--- config.mk ---
export PLATFORM = sky130hd
export DESIGN_NAME = utf8_to_utf16_transcoder_flat
export DESIGN_NICKNAME = d
export VERILOG_FILES = /design/src/sv/u8to16_pkg.sv /design/src/sv/u8to16_ifs.sv /design/src/sv/u8to16_decode.sv /design/src/sv/u8to16_unit_buf.sv /design/src/sv/utf8_to_utf16_transcoder.sv /design/src/flat_wrapper.sv
export SDC_FILE = /design/constraint.sdc
export NUM_CORES = 1
export LEC_CHECK = 0
export BUFFER_PORTS_ARGS = -buffer_cell sky130_fd_sc_hd__buf_2
export CAP_MARGIN = 15
export CORE_MARGIN = 4
export CORE_UTILIZATION = 40
export DETAILED_ROUTE_END_ITERATION = 10
export SYNTH_ARGS = -nofsm -noshare
export SYNTH_HDL_FRONTEND = slang
export SYNTH_HIERARCHICAL = 1
export SYNTH_SLANG_ARGS = --single-unit
--- constraint.sdc ---
create_clock -name clock -period 18.21 [get_ports clock]
set_input_delay 3.642 -clock clock [delete_from_list [all_inputs] [get_ports clock]]
set_output_delay 3.642 -clock clock [all_outputs]
set_load 0.02 [all_outputs]
--- src/sv/u8to16_pkg.sv ---
// Shared types and constants for the UTF-8 to UTF-16 transcoder.
// No dependencies; every other file uses these by scoped names.
package u8to16_pkg;

   localparam int unsigned BYTE_W  = 8;
   localparam int unsigned UNIT_W  = 16;
   localparam int unsigned CP_W    = 21;
   localparam int unsigned COUNT_W = 10;
   localparam int unsigned SLOTS   = 3;

   localparam logic [COUNT_W-1:0] MAX_UNITS_RESET = 10'd127;
   localparam logic [UNIT_W-1:0]  REPLACEMENT_CHAR = 16'hFFFD;
   localparam logic [UNIT_W-1:0]  SURR_HIGH_BASE   = 16'hD800;
   localparam logic [UNIT_W-1:0]  SURR_LOW_BASE    = 16'hDC00;
   localparam logic [CP_W-1:0]    SUPP_OFFSET      = 21'h10000;
   localparam logic [CP_W-1:0]    BMP_MAX          = 21'h00FFFF;

   // one request as held in the input register
   typedef struct packed {
      logic [BYTE_W-1:0] in_byte;
      logic              has_byte;
      logic              end_of_text;
   } item_type;

   // up to three units produced by one request, slot 0 goes out first
   typedef struct packed {
      logic [SLOTS-1:0][UNIT_W-1:0] unit;
      logic [SLOTS-1:0]             last;
      logic [1:0]                   cnt;
   } bundle_type;

endpackage

--- src/sv/u8to16_ifs.sv ---
// Channel interfaces for the transcoder: request, response and register write.
// Depends on u8to16_pkg for field widths.
interface u8to16_req_if;
   logic                              valid;
   logic                              ready;
   logic [u8to16_pkg::BYTE_W-1:0]     in_byte;
   logic                              has_byte;
   logic                              end_of_text;

   modport source (output valid, in_byte, has_byte, end_of_text, input ready);
   modport sink   (input valid, in_byte, has_byte, end_of_text, output ready);
endinterface

interface u8to16_rsp_if;
   logic                              valid;
   logic                              ready;
   logic [u8to16_pkg::UNIT_W-1:0]     code_unit;
   logic                              last_unit;

   modport source (output valid, code_unit, last_unit, input ready);
   modport sink   (input valid, code_unit, last_unit, output ready);
endinterface

interface u8to16_csr_if;
   logic                              valid;
   logic                              ready;
   logic [u8to16_pkg::COUNT_W-1:0]    wdata;

   modport source (output valid, wdata, input ready);
   modport sink   (input valid, wdata, output ready);
endinterface

--- src/sv/u8to16_decode.sv ---
// Decoder state (gathered codepoint, bytes expected, units written) and the
// combinational decode of one registered request. Depends on u8to16_pkg.
module u8to16_decode (
   input  logic                                clock,
   input  logic                                reset,
   input  logic                                advance,
   input  u8to16_pkg::item_type                item,
   input  logic [u8to16_pkg::COUNT_W-1:0]      limit,
   output u8to16_pkg::bundle_type              bundle
);

   typedef struct packed {
      u8to16_pkg::bundle_type                 bun;
      logic [u8to16_pkg::CP_W-1:0]            pcp;
      logic [1:0]                             expect_cnt;
      logic [u8to16_pkg::COUNT_W-1:0]         uw;
   } work_type;

   logic [u8to16_pkg::CP_W-1:0]    pcp_ff, pcp_in;
   logic [1:0]                     exp_ff, exp_in;
   logic [u8to16_pkg::COUNT_W-1:0] uw_ff, uw_in;
   work_type                       w;

   function automatic work_type push(work_type s, logic [u8to16_pkg::UNIT_W-1:0] u,
                                     logic l);
      work_type r;
      r = s;
      case (s.bun.cnt)
         2'd0: begin
            r.bun.unit[0] = u;
            r.bun.last[0] = l;
         end
         2'd1: begin
            r.bun.unit[1] = u;
            r.bun.last[1] = l;
         end
         default: begin
            r.bun.unit[2] = u;
            r.bun.last[2] = l;
         end
      endcase
      r.bun.cnt = s.bun.cnt + 2'd1;
      return r;
   endfunction

   function automatic work_type emit(work_type s, logic [u8to16_pkg::CP_W-1:0] cp,
                                     logic [u8to16_pkg::COUNT_W-1:0] lim);
      work_type                    r;
      logic [u8to16_pkg::CP_W-1:0] v;
      r = s;
      v = cp - u8to16_pkg::SUPP_OFFSET;
      if (cp <= u8to16_pkg::BMP_MAX) begin
         r = push(r, cp[u8to16_pkg::UNIT_W-1:0], 1'b0);
         r.uw = s.uw + 10'd1;
      end else if ({1'b0, s.uw} + 11'd1 < {1'b0, lim}) begin
         // surrogate pair only when both halves fit
         r = push(r, u8to16_pkg::SURR_HIGH_BASE + {5'd0, v[20:10]}, 1'b0);
         r = push(r, u8to16_pkg::SURR_LOW_BASE + {6'd0, v[9:0]}, 1'b0);
         r.uw = s.uw + 10'd2;
      end
      return r;
   endfunction

   function automatic work_type lead(work_type s, logic [u8to16_pkg::BYTE_W-1:0] b,
                                     logic [u8to16_pkg::COUNT_W-1:0] lim);
      work_type r;
      r = s;
      if (s.uw < lim) begin
         if (b[7] == 1'b0) begin
            r = emit(r, {13'd0, b}, lim);
         end else if (b[7:5] == 3'b110) begin
            r.pcp        = {16'd0, b[4:0]};
            r.expect_cnt = 2'd1;
         end else if (b[7:4] == 4'b1110) begin
            r.pcp        = {17'd0, b[3:0]};
            r.expect_cnt = 2'd2;
         end else if (b[7:3] == 5'b11110) begin
            r.pcp        = {18'd0, b[2:0]};
            r.expect_cnt = 2'd3;
         end else begin
            r = emit(r, {5'd0, u8to16_pkg::REPLACEMENT_CHAR}, lim);
         end
      end
      return r;
   endfunction

   always_comb begin
      w            = '0;
      w.pcp        = pcp_ff;
      w.expect_cnt = exp_ff;
      w.uw         = uw_ff;
      if (item.has_byte) begin
         if (w.expect_cnt != 2'd0) begin
            if (item.in_byte[7:6] == 2'b10) begin
               w.pcp        = {w.pcp[14:0], item.in_byte[5:0]};
               w.expect_cnt = w.expect_cnt - 2'd1;
               if (w.expect_cnt == 2'd0) begin
                  w = emit(w, w.pcp, limit);
               end
            end else begin
               // broken sequence: replace, then decode this byte as a lead
               w.expect_cnt = 2'd0;
               w = emit(w, {5'd0, u8to16_pkg::REPLACEMENT_CHAR}, limit);
               w = lead(w, item.in_byte, limit);
            end
         end else begin
            w = lead(w, item.in_byte, limit);
         end
      end
      if (item.end_of_text) begin
         if (w.expect_cnt != 2'd0) begin
            w = emit(w, {5'd0, u8to16_pkg::REPLACEMENT_CHAR}, limit);
         end
         w            = push(w, '0, 1'b1);
         w.pcp        = '0;
         w.expect_cnt = 2'd0;
         w.uw         = '0;
      end
      pcp_in = w.pcp;
      exp_in = w.expect_cnt;
      uw_in  = w.uw;
      bundle = w.bun;
   end

   always_ff @(posedge clock) begin
      if (reset) begin
         pcp_ff <= '0;
         exp_ff <= '0;
         uw_ff  <= '0;
      end else if (advance) begin
         pcp_ff <= pcp_in;
         exp_ff <= exp_in;
         uw_ff  <= uw_in;
      end
   end

endmodule

--- src/sv/u8to16_unit_buf.sv ---
// Result register: holds the units of one request and sends one per cycle while ready.
// Depends on u8to16_pkg and u8to16_rsp_if.
module u8to16_unit_buf (
   input  logic                   clock,
   input  logic                   reset,
   input  logic                   load,
   input  u8to16_pkg::bundle_type bundle,
   output logic                   can_take,
   u8to16_rsp_if.source           rsp_chan
);

   logic [u8to16_pkg::SLOTS-1:0][u8to16_pkg::UNIT_W-1:0] unit_ff;
   logic [u8to16_pkg::SLOTS-1:0]                         last_ff;
   logic [1:0]                                           left_ff;
   logic                                                 pop;

   assign pop                = (left_ff != 2'd0) && rsp_chan.ready;
   assign can_take           = (left_ff == 2'd0) || ((left_ff == 2'd1) && rsp_chan.ready);
   assign rsp_chan.valid     = (left_ff != 2'd0);
   assign rsp_chan.code_unit = unit_ff[0];
   assign rsp_chan.last_unit = last_ff[0];

   always_ff @(posedge clock) begin
      if (reset) begin
         left_ff <= '0;
      end else if (load) begin
         left_ff <= bundle.cnt;
      end else if (pop) begin
         left_ff <= left_ff - 2'd1;
      end
   end

   // shift toward slot 0 as units leave
   always_ff @(posedge clock) begin
      if (load) begin
         unit_ff <= bundle.unit;
         last_ff <= bundle.last;
      end else if (pop) begin
         unit_ff[0] <= unit_ff[1];
         unit_ff[1] <= unit_ff[2];
         last_ff[0] <= last_ff[1];
         last_ff[1] <= last_ff[2];
      end
   end

endmodule

--- src/sv/utf8_to_utf16_transcoder.sv ---
// Top level: request register, decoder and result register of the UTF-8 to UTF-16
// transcoder. Depends on u8to16_pkg, u8to16_ifs, u8to16_decode, u8to16_unit_buf.
//
// Accepts one UTF-8 byte per request and returns UTF-16 code units, ending each
// text with a zero unit flagged last_unit. A request is taken every cycle while
// each produces at most one unit and the response port is ready; that port sends
// one unit per cycle while ready, so a request yielding two or three units
// (surrogate pair, replacement plus lead, terminator) holds the request port until
// its last unit goes out. A request passes the request and result registers before
// its first unit is sent. The unit limit (csr write data) is capped at UNIT_COUNT_MAX
// and should be written only while the block is idle; it resets to 127.
module utf8_to_utf16_transcoder #(
   parameter int unsigned UNIT_COUNT_MAX = 1023
) (
   input  logic          clock,
   input  logic          reset,
   u8to16_req_if.sink    req_chan,
   u8to16_rsp_if.source  rsp_chan,
   u8to16_csr_if.sink    csr_chan
);

   logic                              in_valid_ff;
   u8to16_pkg::item_type              in_ff;
   logic [u8to16_pkg::COUNT_W-1:0]    max_units_ff;
   logic [u8to16_pkg::COUNT_W-1:0]    limit;
   logic                              advance;
   logic                              can_take;
   u8to16_pkg::bundle_type            bundle;

   assign csr_chan.ready = 1'b1;
   assign limit = (32'(max_units_ff) > UNIT_COUNT_MAX) ?
                  u8to16_pkg::COUNT_W'(UNIT_COUNT_MAX) : max_units_ff;

   assign advance        = in_valid_ff && can_take;
   assign req_chan.ready = !in_valid_ff || advance;

   always_ff @(posedge clock) begin
      if (reset) begin
         max_units_ff <= u8to16_pkg::MAX_UNITS_RESET;
      end else if (csr_chan.valid) begin
         max_units_ff <= csr_chan.wdata;
      end
   end

   always_ff @(posedge clock) begin
      if (reset) begin
         in_valid_ff <= 1'b0;
      end else if (req_chan.ready) begin
         in_valid_ff <= req_chan.valid;
      end
   end

   always_ff @(posedge clock) begin
      if (req_chan.valid && req_chan.ready) begin
         in_ff.in_byte     <= req_chan.in_byte;
         in_ff.has_byte    <= req_chan.has_byte;
         in_ff.end_of_text <= req_chan.end_of_text;
      end
   end

   u8to16_decode u_decode (
      .clock   (clock),
      .reset   (reset),
      .advance (advance),
      .item    (in_ff),
      .limit   (limit),
      .bundle  (bundle)
   );

   // requests that yield no unit pass straight through
   u8to16_unit_buf u_unit_buf (
      .clock    (clock),
      .reset    (reset),
      .load     (advance && (bundle.cnt != 2'd0)),
      .bundle   (bundle),
      .can_take (can_take),
      .rsp_chan (rsp_chan)
   );

endmodule
--- src/flat_wrapper.sv ---
// flat-port wrapper written by rule: the top's interface ports become plain ports
module utf8_to_utf16_transcoder_flat 
#(
   parameter int unsigned UNIT_COUNT_MAX = 1023
)
  (clock, reset, req_chan_valid, req_chan_in_byte, req_chan_has_byte, req_chan_end_of_text, req_chan_ready, rsp_chan_valid, rsp_chan_code_unit, rsp_chan_last_unit, rsp_chan_ready, csr_chan_valid, csr_chan_wdata, csr_chan_ready);
  u8to16_req_if req_chan_i ();
  u8to16_rsp_if rsp_chan_i ();
  u8to16_csr_if csr_chan_i ();
  input  logic clock;
  input  logic reset;
  input wire logic [$bits(req_chan_i.valid)-1:0] req_chan_valid;
  input wire logic [$bits(req_chan_i.in_byte)-1:0] req_chan_in_byte;
  input wire logic [$bits(req_chan_i.has_byte)-1:0] req_chan_has_byte;
  input wire logic [$bits(req_chan_i.end_of_text)-1:0] req_chan_end_of_text;
  output wire logic [$bits(req_chan_i.ready)-1:0] req_chan_ready;
  output wire logic [$bits(rsp_chan_i.valid)-1:0] rsp_chan_valid;
  output wire logic [$bits(rsp_chan_i.code_unit)-1:0] rsp_chan_code_unit;
  output wire logic [$bits(rsp_chan_i.last_unit)-1:0] rsp_chan_last_unit;
  input wire logic [$bits(rsp_chan_i.ready)-1:0] rsp_chan_ready;
  input wire logic [$bits(csr_chan_i.valid)-1:0] csr_chan_valid;
  input wire logic [$bits(csr_chan_i.wdata)-1:0] csr_chan_wdata;
  output wire logic [$bits(csr_chan_i.ready)-1:0] csr_chan_ready;
  assign req_chan_i.valid = req_chan_valid;
  assign req_chan_i.in_byte = req_chan_in_byte;
  assign req_chan_i.has_byte = req_chan_has_byte;
  assign req_chan_i.end_of_text = req_chan_end_of_text;
  assign req_chan_ready = req_chan_i.ready;
  assign rsp_chan_valid = rsp_chan_i.valid;
  assign rsp_chan_code_unit = rsp_chan_i.code_unit;
  assign rsp_chan_last_unit = rsp_chan_i.last_unit;
  assign rsp_chan_i.ready = rsp_chan_ready;
  assign csr_chan_i.valid = csr_chan_valid;
  assign csr_chan_i.wdata = csr_chan_wdata;
  assign csr_chan_ready = csr_chan_i.ready;
  utf8_to_utf16_transcoder #(.UNIT_COUNT_MAX(UNIT_COUNT_MAX)) u_core (.clock(clock), .reset(reset), .req_chan(req_chan_i), .rsp_chan(rsp_chan_i), .csr_chan(csr_chan_i));
endmodule
==> impl_metrics.json <==
{
  "critPathCaptureType": "output pin",
  "area_delta_synth_final_pct": 1.85,
  "overflow": 0,
  "status": "finished, final reports clean",
  "syn_nets": 819,
  "vias": 5531,
  "synth_ff_type": "edfxtp_1",
  "drv_cap": 0,
  "die_width_um": 141,
  "antenna_found_initial": 0,
  "setup_tns_ns": 0,
  "rows": 48,
  "yosysSeqAreaShare_pct": 37.5,
  "async_reset_ff_share_pct": 0,
  "route.detailed.drc": 0,
  "cp_max_fo": 3,
  "fp.coreArea_mm2": 0.0172,
  "cts.sinks": 101,
  "ios": 45,
  "crit_required_ns": 14.57,
  "synth_warnings": 6,
  "cts_made_buffers": 9,
  "initial_utilization_pct": 40.8,
  "drtIter0Drc": 585,
  "max_freq_ghz": 0.128,
  "ir_drop_mv": 0.0768,
  "p_leak_uw": 0.00268,
  "slew_headroom_pct": 24.9,
  "post_dp_cell_area_mm2": 0.00683,
  "first_global_vias": 5368,
  "rrSetupSlack_ns": 11.18,
  "fin_crit_ns": 7.83,
  "synth.distinct_cells": 79,
  "final-hold-violation-count": 0,
  "slew_viol_final": 0,
  "via_per_inst": 5.87,
  "crit_arrival_ns": 4.19,
  "clk_pin_slew_ns": 0.07,
  "htree_levels": 3,
  "syn_avg_cell_area_um2": 9.20,
  "firstDrtPassIters": 5,
  "gp_congestion": 0.945,
  "insertion_delay_ns": 0.35,
  "cts.path.max_buffers": 2,
  "track_usage_pct": 17.3,
  "synth_edf_count": 61,
  "ys_ff_latch": 101,
  "fin_crit_sh_pct": 43.0,
  "place_hpwl_um": 12500,
  "io_buffers": 43,
  "cts_setup_buffers": 0,
  "start_kind": "input pin",
  "diodes": 0,
  "rsz0062_at_grt": "false",
  "syn_inst": 764,
  "finalPower_uw": 798,
  "grt_pass1_wl_um": 27900,
  "fin_util_pct": 41.5,
  "drt_wl_total_um": 17200,
  "synthesis.area_mm2": 0.00703,
  "grt_max_degree": 55,
  "wl_per_cell_um": 18.3,
  "cts-root-buf": "clkbuf_16",
  "p_per_area_mw_per_mm2": 111,
  "cts_tree": "yes",
  "die_h_um": 141,
  "finClkSkew_ns": 0.00862,
  "critPathKind": "input pin to output pin",
  "hold_path_class": "register to register",
  "fin_nets": 767,
  "drive_gt1_share_pct": 17.9,
  "design_area_mm2": 0.00716,
  "setup_viol": 0,
  "fp.dieArea_mm2": 0.0198,
  "tightest_slew_ns": 1.12,
  "drtAntennaViolNets": 0,
  "cts_resized": 0,
  "postCtsHoldBufs": 0
}
Yosys cell counts, types with 3 or more instances:
cell type,count,area share [%]
a22oi_1,5,0.53
xnor2_1,14,1.7
nand2b_1,6,0.53
o221ai_1,3,0.37
o211ai_1,10,1.1
and3_1,8,0.71
ha_1,30,5.3
edfxtp_1,61,26
or2_2,3,0.27
buf_2,8,0.57
buf_4,70,7.5
o31ai_1,3,0.32
o21a_1,3,0.32
a31oi_1,8,0.71
a32o_1,4,0.57
a21oi_1,52,3.7
nand4_1,8,0.71
o21ai_0,45,3.2
clkbuf_1,30,1.6
buf_6,6,0.96
dfxtp_1,40,11
mux2_2,34,5.4
xor2_1,4,0.50
a211o_2,7,1.0
a211oi_1,6,0.64
nand3b_1,3,0.32
nand3_1,26,1.9
a311oi_1,4,0.50
inv_1,35,1.9
a21o_1,3,0.32
or4_1,5,0.53
nand2_1,66,3.5
nor2b_1,14,1.2
and2_1,13,1.2
mux2i_1,9,1.3
nor2_1,43,2.3
nor3_1,11,0.78
a221o_1,7,1.0
nor4_1,3,0.27
routing by layer:
| metal | global-route usage, % | vias up | wire length, um |
|---|---|---|---|
| li1 | - | 2616 | - |
| met1 | 24.1 | 2610 | 7930 |
| met2 | 27.2 | 269 | 7740 |
| met3 | 3.31 | 36 | 1210 |
| met4 | 5.71 | 0 | 357 |
| met5 | 0 | - | 0 |
critical path, stage by stage:
cell and delay, ns:
buf_2 0.11, nand2_1 0.05, nand2_1 0.06, nand2b_1 0.16, buf_2 0.17
per-stage QoR:
step,setup WS (ns),hold WS [ns],cells
after floorplan,10.59,0.460,764
after global placement,10.38,0.479,924
after detailed placement,10.38,0.484,924
after CTS,10.38,0.502,940
after global routing,10.31,0.537,942
final,10.38,0.500,942
cells in the final DEF, fill, tap and decap left out, types with 8 or more instances in the layout:
cell and count:
xnor2_1 14, buf_2 43, nor3_1 11, nand2_1 66, nand3_1 26, and2_1 13
nand4_1 8, ha_1 30, o21ai_0 44, a31oi_1 8, nor2b_1 14, mux2i_1 9
clkbuf_16 9, dfxtp_1 40, edfxtp_1 61, a21oi_1 52, inv_1 35, nor2_1 43
o211ai_1 10, and3_1 8, mux2_2 34
registers in the layout, indices dropped and copies added, names as in the netlist:
name	cells
u_core/u_unit_buf/last_ff	3
u_core/u_decode/uw_ff	10
u_core/in_ff	10
u_core/u_decode/exp_ff	2
u_core/limit	10
u_core/u_decode/pcp_ff	15
u_core/u_unit_buf/left_ff	2
u_core/u_unit_buf/rsp_chan.code_unit	16
u_core/in_valid_ff	1
u_core/u_unit_buf/unit_ff	32
cell type report:
type	instances	area, um2
Fill cell	1688	10100
Multi-Input combinational cell	513	3520
Sequential cell	101	2630
Tap cell	225	282
Timing Repair Buffer	51	275
Clock buffer	9	225
Inverter	36	135
Clock inverter	7	86.3
cell families after synthesis:
kind of cell,synth area share [%]
AOI/OAI and AO/OA,18.3
DFF,37.5
and+or+nand+nor,17.0
other,0.107
buffers and inverters,12.5
adders and majority gates,5.34
muxes,6.94
xor gates and xnor gates,2.24
where the power goes:
group | internal, uW | total [uW] | switching (uW) | leakage, uW
logic | 99.6 | 267 | 168 | 0.00163
registers | 309 | 332 | 22.5 | 0.000904
clock network | 99.2 | 198 | 99.0 | 0.000151
worst paths after layout:
| path | cells past startpoint | startpoint | end |
|---|---|---|---|
| min | 2 | u_core/limit[9] | u_core/limit[9] |
| max | 5 | rsp_chan_ready | req_chan_ready |
| max reg2reg | 21 | u_core/u_decode/uw_ff[2] | u_core/u_unit_buf/rsp_chan.code_unit[7] |
| min reg2reg | 2 | u_core/limit[9] | u_core/limit[9] |
Power figures use the tool's default switching activity.
